--- config.mk ---
export PLATFORM = sky130hd
export DESIGN_NAME = qbe_assess
export DESIGN_NICKNAME = d
export VERILOG_FILES = /design/src/hw/rtl/qbe_pkg.sv /design/src/hw/rtl/qbe_assess.sv
export SDC_FILE = /design/constraint.sdc
export NUM_CORES = 1
export LEC_CHECK = 0
export ABC_AREA = 1
export ABC_CLOCK_PERIOD_IN_PS = 12900
export BUFFER_PORTS_ARGS = -buffer_cell sky130_fd_sc_hd__buf_4
export CAP_MARGIN = 20
export CORE_AREA = 2 2 129 131
export DETAILED_ROUTE_END_ITERATION = 7
export DIE_AREA = 0 0 131 133
export PLACE_DENSITY = 0.81
export SLEW_MARGIN = 20
export SYNTH_ARGS = -nofsm -noshare
export SYNTH_HDL_FRONTEND = slang
export SYNTH_SLANG_ARGS = --single-unit
--- constraint.sdc ---
create_clock -name vclk -period 12.9
set_input_delay 3.87 -clock vclk [all_inputs]
set_output_delay 3.87 -clock vclk [all_outputs]
set_load 0.03 [all_outputs]
--- src/hw/rtl/qbe_pkg.sv ---
// Shared types, codes and constants for the queue backpressure escalation block.
// No dependencies; used by qbe_assess and queue_backpressure_escalation.
package qbe_pkg;

  localparam int SLOT_W    = 6;
  localparam int DEPTH_W   = 8;
  localparam int STREAK_W  = 8;
  localparam int CNT_W     = 32;
  localparam int ACT_W     = 2;
  localparam int LINKS_DEF = 64;
  localparam int DEPTH_MAX = 255;

  localparam int CFG_DATA_W = 32;
  localparam int CFG_ADDR_W = 5;

  // action codes
  localparam logic [ACT_W-1:0] ACT_SEND       = 2'd0;
  localparam logic [ACT_W-1:0] ACT_THROTTLE   = 2'd1;
  localparam logic [ACT_W-1:0] ACT_KEYFRAME   = 2'd2;
  localparam logic [ACT_W-1:0] ACT_DISCONNECT = 2'd3;

  // register indexes
  localparam logic [2:0] REG_POLICY_ENABLE     = 3'd0;
  localparam logic [2:0] REG_HIGH_WATER        = 3'd1;
  localparam logic [2:0] REG_LOW_WATER         = 3'd2;
  localparam logic [2:0] REG_KEYFRAME_STREAK   = 3'd3;
  localparam logic [2:0] REG_DISCONNECT_STREAK = 3'd4;

  typedef struct packed {
    logic                backed;
    logic [STREAK_W-1:0] streak;
    logic [CNT_W-1:0]    dropped;
    logic [CNT_W-1:0]    throttled;
    logic [CNT_W-1:0]    keyframes;
  } entry_t;

  typedef struct packed {
    logic                enable;
    logic [DEPTH_W-1:0]  high_water;
    logic [DEPTH_W-1:0]  low_water;
    logic [STREAK_W-1:0] keyframe_streak;
    logic [STREAK_W-1:0] disconnect_streak;
  } policy_cfg_t;

endpackage

--- src/hw/rtl/qbe_assess.sv ---
// Combinational policy step for one link entry: hysteresis latch, streak and counters.
// Depends on qbe_pkg.
module qbe_assess (
  input  qbe_pkg::policy_cfg_t         cfg,
  input  qbe_pkg::entry_t              cur,
  input  logic                         fresh,
  input  logic [qbe_pkg::DEPTH_W-1:0]  depth,
  output qbe_pkg::entry_t              nxt,
  output logic [qbe_pkg::ACT_W-1:0]    action
);

  localparam logic [15:0] DMAX = 16'(qbe_pkg::DEPTH_MAX);
  localparam logic [qbe_pkg::STREAK_W-1:0] STREAK_ONE = 1;
  localparam logic [qbe_pkg::CNT_W:0]      CNT_ONE    = 1;

  logic [qbe_pkg::DEPTH_W-1:0] depth_c;
  qbe_pkg::entry_t             e;
  logic [qbe_pkg::CNT_W:0]     drop_sum;
  logic [qbe_pkg::CNT_W:0]     thr_sum;
  logic [qbe_pkg::CNT_W:0]     kf_sum;

  always_comb begin
    depth_c = (16'(depth) > DMAX) ? DMAX[qbe_pkg::DEPTH_W-1:0] : depth;
  end

  always_comb begin
    e        = fresh ? '0 : cur;
    action   = qbe_pkg::ACT_SEND;
    drop_sum = '0;
    thr_sum  = '0;
    kf_sum   = '0;
    if (cfg.enable) begin
      if (!e.backed && depth_c >= cfg.high_water) begin
        e.backed = 1'b1;
        e.streak = '0;
      end else if (e.backed && depth_c <= cfg.low_water) begin
        e.backed = 1'b0;
        e.streak = '0;
      end
      if (e.backed) begin
        if (e.streak != '1) begin
          e.streak = e.streak + STREAK_ONE;
        end
        if (e.streak >= cfg.disconnect_streak) begin
          action = qbe_pkg::ACT_DISCONNECT;
        end else if (e.streak == cfg.keyframe_streak) begin
          drop_sum    = {1'b0, e.dropped} + (qbe_pkg::CNT_W + 1)'(depth_c);
          kf_sum      = {1'b0, e.keyframes} + CNT_ONE;
          // saturate on carry out
          e.dropped   = drop_sum[qbe_pkg::CNT_W] ? '1 : drop_sum[qbe_pkg::CNT_W-1:0];
          e.keyframes = kf_sum[qbe_pkg::CNT_W] ? '1 : kf_sum[qbe_pkg::CNT_W-1:0];
          action      = qbe_pkg::ACT_KEYFRAME;
        end else begin
          thr_sum     = {1'b0, e.throttled} + CNT_ONE;
          e.throttled = thr_sum[qbe_pkg::CNT_W] ? '1 : thr_sum[qbe_pkg::CNT_W-1:0];
          action      = qbe_pkg::ACT_THROTTLE;
        end
      end
    end
    nxt = e;
  end

endmodule

==> results.sh <==
export IMPL_antenna_found_initial=0
export IMPL_status="finished clean"
export IMPL_path_buf_inv=6
export IMPL_n_fill_cell=1668
export IMPL_rows=47
export IMPL_crit_start="depth[7]"
export IMPL_grt_pass1_vias=8888
export IMPL_fmax_mhz=80.9
export IMPL_hold_class="in -> out"
export IMPL_finalHoldViolations=0
export IMPL_cp_required_ns=9.03
export IMPL_yosysMostFrequentCell="nand2_1"
export IMPL_start_util_pct=43.9
export IMPL_gr_usage_met3_pct=2.14
export IMPL_via_per_inst=5.21
export IMPL_top_usage_layer="met2"
export IMPL_yosysUniqueCellTypes=46
export IMPL_layout_worst_path_cycle_share_pct=95.8
export IMPL_grt_use_total_pct=27.3
export IMPL_power_w=0.000300
export IMPL_drt_total_wl_um=25000
export IMPL_irDropWorstVdd_uv=30.0
export IMPL_synth_top_area_cell="nand2_1"
export IMPL_tns_ns=0
export IMPL_postCtsSetupBuffers=0
export IMPL_finalSetupViolCount=0
export IMPL_critPathTopFamily="simple AND/OR/NAND/NOR gates"
export IMPL_cp_start_kind="input port"
export IMPL_die_h_um=133
export IMPL_drv_slew=0
export IMPL_multiInputGateArea_sq_um=5590
export IMPL_power_density_nw_per_um2=33.1
export IMPL_grt_pass1_wl_um=40200
export IMPL_num_antenna_cells=0
export IMPL_syn_nets=1657
export IMPL_hpwlAfterDp_um=19800
export IMPL_dr_pass1_iters=5
export IMPL_ioPinCount=254
export IMPL_worst_setup_path_type="in -> out"
export IMPL_synth_area_sq_um=7100
export IMPL_yosys_top_cells_area="nand2_1 (21%), inv_1 (16%), nor2_1 (12%)"
export IMPL_grt_use_met2_pct=45.7
export IMPL_use_met1_pct=36.4
export IMPL_slew_headroom_pct=48.1
export IMPL_rsz0062_at_grt="false"
export IMPL_fin_crit_ns=12.36
export IMPL_synth_common_cells="nand2_1 (395), inv_1 (307), nor2_1 (222)"
export IMPL_area_delta_synth_final_pct=27.7
export IMPL_die_area_sq_um=17400
export IMPL_grt_max_degree=77
export IMPL_grt_ovfl_total=0
export IMPL_setup_ws_ns=0.542
export IMPL_slowest_delay_ns=0.33
export IMPL_nClkBuffers=0
export IMPL_crit_fanout=76
export IMPL_crit_top_cell="nand2_1"
export IMPL_syn_avg_cell_area_sq_um=4.82
export IMPL_drive_above_1_share_pct=20.1
export IMPL_port_buffers=254
export IMPL_cap_viol_max_count=0
export IMPL_power_leakage_nw=5.42
export IMPL_cp_arrival_ns=8.49
export IMPL_core_area_sq_um=16200
export IMPL_gp_congestion=0.984
export IMPL_vias=9901
export IMPL_regArea_sq_um=0
export IMPL_fp_dieW_um=131
export IMPL_synth_yosys_seq_area_share_pct=0
export IMPL_tightest_slew_ns=0.771
export IMPL_synth_top_cell_area_share_pct=20.9
export IMPL_hp_start="cur[69]"
export IMPL_wl_per_cell_um=13.2
export IMPL_cp_end_kind="output port"
export IMPL_drc=0
export IMPL_drtIter0Drc=825
export IMPL_nNetsFinal=1865
export IMPL_postRouteAntennaNets=0
export IMPL_syn_inst=1474
export IMPL_critPathSlowestCell="buf_12"
export IMPL_post_place_ws_ns=0.423
export IMPL_numSequentialCells=0
export IMPL_yosys_warnings=0
worst paths after layout:
check                     end  cells past startpoint
worst min-delay path  nxt[69]                      4
worst max-delay path  nxt[33]                     29
routing by layer:
metal	up-vias	wire [um]
li1	5070	-
met4	0	908
met1	4334	10700
met5	-	0
met3	68	1720
met2	429	11700
repair_timing:
action / in CTS / in global routing
setup endpoints to repair: 0 / 37
resized for setup: 0 / 2
hold buffers: 0 / 0
final cells by class:
type,instances,share of cell area (%)
inverter,318,13.2
multi-input combinational,1097,61.7
tap,220,3.04
timing repair buffer,265,22.1
placed cells by master (no fill, tap or decap), drive strengths merged:
| cell type | synthesis | final |
|---|---|---|
| nand2 | 406 | 406 |
| inv | 317 | 317 |
| buf | 41 | 265 |
| nor2 | 242 | 242 |
| nand3 | 171 | 171 |
| nand4 | 118 | 118 |
| o21ai | 41 | 41 |
| ha | 35 | 35 |
| nor3 | 22 | 22 |
| a21oi | 15 | 15 |
| nor4 | 8 | 8 |
| xor2 | 7 | 7 |
| a21o | 5 | 5 |
| or2 | 5 | 5 |
| o221ai | 4 | 4 |
| nand3b | 3 | 3 |
| xnor2 | 3 | 3 |
| a31oi | 3 | 3 |
| o211ai | 3 | 3 |
| a22o | 1 | 1 |
| a211oi | 1 | 1 |
| and3 | 1 | 1 |
| and2 | 1 | 1 |
| o41ai | 1 | 1 |
| clkinv | 1 | 1 |
| fa | 1 | 1 |
power breakdown:
group          total, W  internal [W]  switching [W]  leakage (nW)
Sequential            0             0              0             0
Combinational  0.000300      0.000108       0.000193          5.42
Clock                 0             0              0             0
Total          0.000300      0.000108       0.000193          5.42
cell families after synthesis:
group / synth area share (%)
buffers and inverters: 21.4
and+or+nand+nor: 64.9
AOI/OAI and AO/OA: 5.91
xor gates and xnor gates: 1.34
adders and majority gates: 6.45
stage by stage:
step | area [sq um] | instances | util (%) | hold slack [ns]
floorplan | 7100 | 1474 | - | 8.00
global placement | 9060 | 1900 | 56.0 | 8.18
detailed placement | 9060 | 1900 | 56.0 | 8.18
CTS | 9060 | 1900 | 56.0 | 8.18
global route | 9060 | 1900 | 56.1 | 8.21
finish | 9060 | 1900 | 56.1 | 8.18
(Power assumes the default switching activity.)
